<file path="config.mk">
export PLATFORM = sky130hd
export DESIGN_NAME = hvd_angle
export DESIGN_NICKNAME = d
export VERILOG_FILES = /design/src/rtl/core/hvd_pkg.sv /design/src/rtl/core/hvd_angle.sv
export SDC_FILE = /design/constraint.sdc
export NUM_CORES = 2
export LEC_CHECK = 0
export BUFFER_PORTS_ARGS = -buffer_cell sky130_fd_sc_hd__buf_2
export CORE_UTILIZATION = 65
export CTS_BUF_LIST = sky130_fd_sc_hd__clkbuf_4 sky130_fd_sc_hd__clkbuf_8
export CTS_CLUSTER_SIZE = 28
export DETAILED_ROUTE_END_ITERATION = 8
export PLACE_DENSITY = 0.8
export SLEW_MARGIN = 20
export SYNTH_ARGS = -nofsm -noshare
export SYNTH_HDL_FRONTEND = slang
export SYNTH_SLANG_ARGS = --single-unit
</file>
<file path="constraint.sdc">
create_clock -name clk_i -period 10.2 [get_ports clk_i]
set_input_delay 0.51 -clock clk_i [delete_from_list [all_inputs] [get_ports clk_i]]
set_output_delay 0.51 -clock clk_i [all_outputs]
set_load 0.05 [all_outputs]
</file>
<file path="src/rtl/core/hvd_pkg.sv">
// Shared types, constants and the CORDIC arctangent table of the haversine distance block.
package hvd_pkg;

  localparam int unsigned LANES        = 4;
  localparam int unsigned TURN_W       = 37;
  localparam int unsigned CORDIC_STEPS = 32;
  localparam int unsigned ROT_W        = 50;
  localparam int unsigned ANG_W        = 40;
  localparam int unsigned Q31_W        = 33;
  localparam int unsigned SQ_IN_W      = 63;
  localparam int unsigned ROOT_W       = 32;
  localparam int unsigned VEC_W        = 64;
  localparam int unsigned DIST_W       = 29;

  localparam logic [45:0]              PI_Q44         = 46'h3243F6A8885A;
  localparam logic signed [ROT_W-1:0]  CORDIC_X0      = 50'sd85463252869551;
  localparam logic [22:0]              EARTH_RADIUS_M = 23'd6371000;
  localparam logic [SQ_IN_W-1:0]       ONE_Q62        = 63'h4000000000000000;
  localparam logic [DIST_W-1:0]        DIST_MAX       = 29'h1FFFFFFF;

  typedef struct packed {
    logic signed [30:0] start_latitude;
    logic signed [31:0] start_longitude;
    logic signed [30:0] end_latitude;
    logic signed [31:0] end_longitude;
  } pts_t;

  typedef logic [LANES-1:0][TURN_W-1:0] turns_t;

  typedef struct packed {
    logic signed [Q31_W-1:0] c1;
    logic signed [Q31_W-1:0] c2;
    logic signed [Q31_W-1:0] s1;
    logic signed [Q31_W-1:0] s2;
  } trig_t;

  typedef struct packed {
    logic [SQ_IN_W-1:0] a;
    logic [SQ_IN_W-1:0] b;
  } hav_t;

  typedef struct packed {
    logic [ROOT_W-1:0] root_a;
    logic [ROOT_W-1:0] root_b;
  } roots_t;

  // Arctangent of 2^-i in units of 2^-36 rad.
  function automatic logic signed [ANG_W-1:0] atan_step(int unsigned i);
    logic signed [ANG_W-1:0] v;
    unique case (i)
      0:       v = 40'sd53972150818;
      1:       v = 40'sd31861621080;
      2:       v = 40'sd16834805542;
      3:       v = 40'sd8545610155;
      4:       v = 40'sd4289387961;
      5:       v = 40'sd2146785007;
      6:       v = 40'sd1073654455;
      7:       v = 40'sd536859990;
      8:       v = 40'sd268434091;
      9:       v = 40'sd134217557;
      10:      v = 40'sd67108843;
      11:      v = 40'sd33554429;
      12:      v = 40'sd16777216;
      default: v = ANG_W'(1) << (36 - i);
    endcase
    return v;
  endfunction

endpackage

</file>
<file path="src/rtl/core/hvd_angle.sv">
// Degrees to turns: exact rounded division by 360 or 720, two quotient nibbles per stage.
module hvd_angle #(
  parameter int unsigned ANGLE_FRAC_BITS = 23
) (
  input  logic          clk_i,
  input  logic          rst_ni,
  input  logic          en_i,
  input  logic          vld_i,
  input  hvd_pkg::pts_t pts_i,
  output logic          vld_o,
  output hvd_pkg::turns_t turn_o
);

  localparam int unsigned TW      = hvd_pkg::TURN_W;
  localparam int unsigned E_LAT   = TW - ANGLE_FRAC_BITS - 3;
  localparam int unsigned E_DIF   = TW - ANGLE_FRAC_BITS - 4;
  localparam int unsigned Y_RAW   = 68 - ANGLE_FRAC_BITS;
  localparam int unsigned NSTG    = (Y_RAW + 7) / 8;
  localparam int unsigned Y_W     = NSTG * 8;
  localparam int unsigned NL      = hvd_pkg::LANES;
  localparam logic [5:0]  DIVISOR = 6'd45;
  localparam logic [4:0]  ROUND_BIAS = 5'd22;

  // One radix-16 long-division step by 45: returns {quotient digit, remainder}.
  function automatic logic [9:0] div45_nib(logic [5:0] r, logic [3:0] nib);
    logic [9:0] t;
    logic [3:0] qd;
    logic [9:0] rem;
    t  = {r, nib};
    qd = '0;
    for (int j = 1; j < 16; j++) begin
      if (t >= 10'(j) * 10'(DIVISOR)) qd = 4'(j);
    end
    rem = t - 10'(qd) * 10'(DIVISOR);
    return {qd, rem[5:0]};
  endfunction

  logic signed [33:0] raw [NL];
  logic [Y_W-1:0]     y_q   [NSTG+1][NL];
  logic [5:0]         r_q   [NSTG+1][NL];
  logic [TW-1:0]      q_q   [NSTG+1][NL];
  logic               neg_q [NSTG+1][NL];
  logic               vld_q [NSTG+1];
  logic               vld_t_q;

  always_comb begin
    raw[0] = 34'(pts_i.start_latitude);
    raw[1] = 34'(pts_i.end_latitude);
    raw[2] = 34'(pts_i.end_latitude) - 34'(pts_i.start_latitude);
    raw[3] = 34'(pts_i.end_longitude) - 34'(pts_i.start_longitude);
  end

  for (genvar l = 0; l < NL; l++) begin : g_in
    localparam int unsigned E = (l < 2) ? E_LAT : E_DIF;
    logic [32:0]    mag;
    logic [Y_W-1:0] y0;
    assign mag = 33'(raw[l][33] ? -raw[l] : raw[l]);
    assign y0  = (Y_W'(mag) << E) + Y_W'(ROUND_BIAS);
    always_ff @(posedge clk_i) begin
      if (en_i) begin
        y_q[0][l]   <= y0;
        r_q[0][l]   <= '0;
        q_q[0][l]   <= '0;
        neg_q[0][l] <= raw[l][33];
      end
    end
  end

  always_ff @(posedge clk_i or negedge rst_ni) begin
    if (!rst_ni) begin
      vld_q[0] <= 1'b0;
    end else if (en_i) begin
      vld_q[0] <= vld_i;
    end
  end

  for (genvar s = 1; s <= NSTG; s++) begin : g_div
    for (genvar l = 0; l < NL; l++) begin : g_lane
      logic [7:0] chunk;
      logic [9:0] hi_res;
      logic [9:0] lo_res;
      assign chunk  = y_q[s-1][l][Y_W-1 -: 8];
      assign hi_res = div45_nib(r_q[s-1][l], chunk[7:4]);
      assign lo_res = div45_nib(hi_res[5:0], chunk[3:0]);
      always_ff @(posedge clk_i) begin
        if (en_i) begin
          y_q[s][l]   <= {y_q[s-1][l][Y_W-9:0], 8'h00};
          r_q[s][l]   <= lo_res[5:0];
          q_q[s][l]   <= {q_q[s-1][l][TW-9:0], hi_res[9:6], lo_res[9:6]};
          neg_q[s][l] <= neg_q[s-1][l];
        end
      end
    end
    always_ff @(posedge clk_i or negedge rst_ni) begin
      if (!rst_ni) begin
        vld_q[s] <= 1'b0;
      end else if (en_i) begin
        vld_q[s] <= vld_q[s-1];
      end
    end
  end

  // Apply the sign modulo one turn.
  for (genvar l = 0; l < NL; l++) begin : g_turn
    always_ff @(posedge clk_i) begin
      if (en_i) begin
        turn_o[l] <= neg_q[NSTG][l] ? (TW'(0) - q_q[NSTG][l]) : q_q[NSTG][l];
      end
    end
  end

  always_ff @(posedge clk_i or negedge rst_ni) begin
    if (!rst_ni) begin
      vld_t_q <= 1'b0;
    end else if (en_i) begin
      vld_t_q <= vld_q[NSTG];
    end
  end

  assign vld_o = vld_t_q;

endmodule

</file>
; ---- After elaboration in Yosys (flattened, before gate mapping)
; Memories as Yosys holds them, arrays and structs flattened.
; Index checks and enable logic that the tools add are counted.
[op_classes]
magnitude_cmp = 720
n_addsub = 62
n_mux = 730
mul = 48
[op_table]
columns = operator, n
row1 = "10-bit by 9-bit >= comparator with 1-bit output, second input constant", 288
row2 = 4-bit 2-to-1 mux, 672
row3 = "10-bit >= comparator, second input constant", 192
row4 = "10-bit by 8-bit >= comparator with 1-bit output, second input constant", 144
row5 = "10-bit by 6-bit >= comparator with 1-bit output, second input constant", 48
row6 = "10-bit by 7-bit >= comparator with 1-bit output, second input constant", 48
row7 = "4-bit by 6-bit multiplier with 6-bit output, second input constant", 48
row8 = 6-bit subtractor, 48
row9 = 37-bit 2-to-1 mux, 4
row10 = "1-bit by 37-bit subtractor with 37-bit output, first input constant", 4
row11 = 33-bit 2-to-1 mux, 4
row12 = "44-bit by 5-bit adder with 45-bit output, second input constant", 2
row13 = "43-bit by 5-bit adder with 44-bit output, second input constant", 2
row14 = 31-bit negator with 33-bit output, 2
row15 = 1-bit 2-to-1 mux, 50
row16 = 32-bit negator with 33-bit output, 1
row17 = 33-bit negator, 1
row18 = 32-bit by 32-bit subtractor with 33-bit output, 1
row19 = 31-bit by 31-bit subtractor with 32-bit output, 1
[word_totals]
ramBits = 2576
elab_cells = 1576
memories = 4
ff_bits = 156
[mem_list]
columns = memory, depth, width, rd, rd_clocked_by_memory_dff, wr, line
row1 = y_q, 7, 192, 6, 0, 7, hvd_angle.sv:39  ; logic [Y_W-1:0] y_q [NSTG+1][NL];
row2 = q_q, 7, 148, 7, 0, 7, hvd_angle.sv:41  ; logic [TW-1:0] q_q [NSTG+1][NL];
row3 = r_q, 7, 24, 6, 0, 7, hvd_angle.sv:40  ; logic [5:0] r_q [NSTG+1][NL];
row4 = neg_q, 7, 4, 7, 0, 7, hvd_angle.sv:42  ; logic neg_q [NSTG+1][NL];

; ---- Longest topological paths before layout
; An unclocked memory read counts as a cell.
[depth]
depth_word = 37
ltp_mapped = 36
mapped_depth_nobuf = 35

; ---- Worst setup path after synthesis
; Ideal clock, no wire load.
[synth_timing]
path_type = register to register
from = mem y_q[1][142] in the netlist's numbering
to = mem r_q[2][17] in the netlist's numbering (data pin)
arrival_ps = 6893
required_time_ps = 9920
stages_incl_launch_ff = 30
setup_time_ps = 280
path_slack_ps = 3027
path_cell_list = edfxtp_1 or2_2 a31o_2 mux2_2 o21ai_0 ha_1 inv_1 fa_1 ha_1 a21o_1 a21oi_1 o21bai_1 a21oi_1 xnor2_1 or3_1 o31ai_1 a21oi_1 o31ai_1 ha_1 inv_1 fa_1 ha_1 o21a_1 o21ai_0 nand2b_1 a21o_1 a21oi_1 xnor2_1 xnor2_1 xnor2_1
[synth_rtl]
columns = item, line
row1 = "start, declared", hvd_angle.sv:39
row2 = "end, declared", hvd_angle.sv:40

==> run_results.csv <==
group,metric,value,unit
status,status,"finished, violations left",
status,failed_checks,"design-rule violations",
detailed_routing,drt-pass1-iter-count,9,
timing,finalHoldViolCount,0,
synth,syn_inst,6403,
cells_and_area,areaGrowthSynthToFinish,9.45,%
clocking,numCtsBuffers,180,
cells_and_area,final_nets,7369,
min_path,hold_class,"in -> reg",
timing,tightest_slew,1.23,ns
worst_setup_path,path_class,"reg -> reg",
synth,synth-edff-count,1116,
die,fp.dieH,329,um
timing,setup_violations,0,
timing,tns,0,ns
run,maxCapViolations,0,
detailed_routing,drc,24,
die,die-area,108000,sq um
timing,setup_slack,2.03,ns
clocking,cts_tree,"built",
clocking,cts_root_buffer,"clkbuf_8",
clocking,ctsLongestPathBuffers,3,
placement,io_buffers,278,
die,die_w,329,um
worst_setup_path,critPathMaxFanout,14,
grt,grt_pass1_vias,47200,
clocking,postCtsResizedCells,0,
cells_and_area,drive_gt1_share,10.1,%
detailed_routing,dr_wl_met3,8.72,mm
clocking,postCtsSetupRepairBufs,0,
clocking,cts.sinks,1124,
grt,antenna_found_initial,3,
timing,period_share,80.1,%
placement,place_ws,2.13,ns
placement,gp_congestion,0.957,
synth,yosys_warnings,0,
synth,yosysSeqAreaShare,48.5,%
detailed_routing,met2_length,67.3,mm
clocking,clock_latency,0.87,ns
die,initial_core_util,65.8,%
timing,rsz0062_at_grt,"no",
worst_setup_path,crit_path_max_incr_delay,0.56,ns
placement,hpwl,101,mm
detailed_routing,drt_iter0_drc,4141,
synth,synth_top_area_share,48.2,%
detailed_routing,ant_nets,0,
clocking,htree_levels,4,
worst_setup_path,worstPathArrival,8.76,ns
synth,synth.area.top_cells,"edfxtp_1 48%, ha_1 8.3%, xnor2_1 7.0%",
worst_setup_path,setup.worst_path.start_class,"flip-flop",
detailed_routing,avgRoutedWirePerCell,17.2,um
detailed_routing,routed.top_layer,"met5",
die,pin_count,279,
grt,overflow,0,
timing,finalClockSkew,0.0327,ns
worst_setup_path,cp.required,10.79,ns
synth,syn_area_per_cell,10.9,sq um
synth,yosys.area.top_type,"edfxtp_1",
grt,gr-usage-all-layers,25.8,%
worst_setup_path,cp-end-kind,"flip-flop",
timing,slew_headroom,17.3,%
synth,synth.distinct_cells,104,
worst_setup_path,cp_slowest_cell,"edfxtp_1",
detailed_routing,via_count,49700,
die,core_area,106000,sq um
clocking,cts_hold_buf,46,
synth,dominantRegCellSynth,"edfxtp_1",
detailed_routing,via_per_inst,6.05,
synth,netlist_area,69500,sq um
synth,async_flop_share,0.712,%
timing,final-max-slew-violation-count,0,
grt,grt_max_degree,182,
timing,fmax,122,MHz
detailed_routing,finalWirelength,142,mm
synth,ys_seq_elements,1124,
clocking,path_clk_slew,0.06,ns
detailed_routing,wl_met1,61.0,mm
grt,grt_pass1_wl,231,mm
die,row_count,119,
timing,post-route-min-period,8.17,ns
[routing by layer]
metal  global-route usage [%]  up-vias
li1                         -    24100
met1                     34.9    23400
met2                     42.3     1800
met3                     3.83      305
met4                     9.87        4
met5                        0        -
[per-stage QoR]
step | hold slack (ns) | instances | cell area [sq um] | utilization, %
after floorplan | 0.214 | 6407 | 69500 | -
after global placement | 0.352 | 7835 | 71800 | 68.0
after detailed placement | 0.352 | 7835 | 71800 | 68.0
after CTS | 0.00138 | 8203 | 76000 | 72.0
after global routing | 0.0379 | 8208 | 76000 | 72.0
final | 0.0947 | 8208 | 76000 | 72.0
[final timing paths]
path / slack, ns / cells past startpoint / end / from
max: 2.03 / 32 / r_q[3][23]$_DFFE_PP_ / y_q[2][190]$_DFFE_PP_
min: 0.09 / 2 / y_q[0][164]$_DFFE_PP_ / pts_i[104]
max reg2reg: 2.03 / 32 / r_q[3][23]$_DFFE_PP_ / y_q[2][190]$_DFFE_PP_
min reg2reg: 0.40 / 0 / q_q[5][57]$_DFFE_PP_ / q_q[4][49]$_DFFE_PP_
max in group asynchronous: 9.32 / 3 / vld_o$_DFFE_PN0P_ / rst_ni
min in group asynchronous: 0.63 / 3 / vld_q[2]$_DFFE_PN0P_ / rst_ni
[cell usage after synthesis, types with 48 or more instances]
master	count
edfxtp_1	1116
xnor2_1	557
inv_1	546
ha_1	463
nand2_1	445
a21oi_1	420
o21ai_0	403
nor2_1	358
clkbuf_1	241
xor2_1	137
nand3_1	130
o31ai_1	107
fa_1	101
a21o_1	97
nor3_1	94
nand2b_1	85
a31oi_1	74
a211oi_1	56
nor4_1	55
o211ai_1	55
or3_1	48
[state kept, by name, summed over array words and instances (netlist names)]
name,count
vld_q,7
turn_o,148
r_q,110
y_q,412
vld_o,1
q_q,418
neg_q,28
[cell families (layout without fill, tap and decap cells)]
group / after synthesis / count (layout) / share of synthesized area, %
muxes: 69 / 69 / 1.06
other: 1 / 7 / 0.00540
and+or+nand+nor: 1450 / 1450 / 10.0
xor gates and xnor gates: 699 / 699 / 8.91
adders and majority gates: 570 / 570 / 11.3
buffers and inverters: 813 / 1221 / 4.40
DFF: 1124 / 1124 / 48.5
AOI/OAI and AO/OA: 1677 / 1677 / 15.7
[cell usage in the layout (no fill, tap or decap), types with 39 or more instances in the layout]
cell type | synthesis | layout
clkinv_1 | 9 | 58
a21o_1 | 97 | 97
fa_1 | 101 | 101
o31ai_1 | 107 | 107
or3_1 | 48 | 48
buf_2 | 2 | 277
xor2_1 | 137 | 136
clkbuf_4 | 0 | 41
nor4_1 | 55 | 55
nand4_1 | 39 | 39
o211ai_1 | 55 | 55
edfxtp_1 | 1116 | 1116
nor2_1 | 358 | 358
nand3_1 | 130 | 130
nor3_1 | 94 | 94
a211oi_1 | 56 | 56
nand2_1 | 445 | 445
nand2b_1 | 85 | 85
ha_1 | 463 | 463
o21a_1 | 47 | 47
clkbuf_8 | 0 | 184
a21oi_1 | 420 | 420
dlygate4sd3_1 | 0 | 46
a31oi_1 | 74 | 74
inv_1 | 546 | 546
o21ai_0 | 403 | 403
xnor2_1 | 557 | 557
[area by class of cell]
cell class              count  area, sq um
fillers                  7409        29500
repair buffers            344         2100
diodes                      2         5.00
inverters                 555         2080
flip-flops and latches   1124        33700
clock buffers             225         2840
well taps                1391         1740
multi-input cells        4470        32700
clock inverters            97          828
[worst max-delay path, delay by kind of cell, from the launching register on]
kind	cells	cell delay, ns
adder cells (fa/ha/maj)	6	2.05
AND/OR/NAND/NOR	4	0.87
AO/OA/AOI/OAI	15	3.36
XOR/XNOR	4	0.75
buffers and inverters	3	0.31
flip-flops	1	0.56
Power is left out: the tool's default activity adds up to more than one toggle a clock period on the data nets, which glitch-free logic cannot reach.
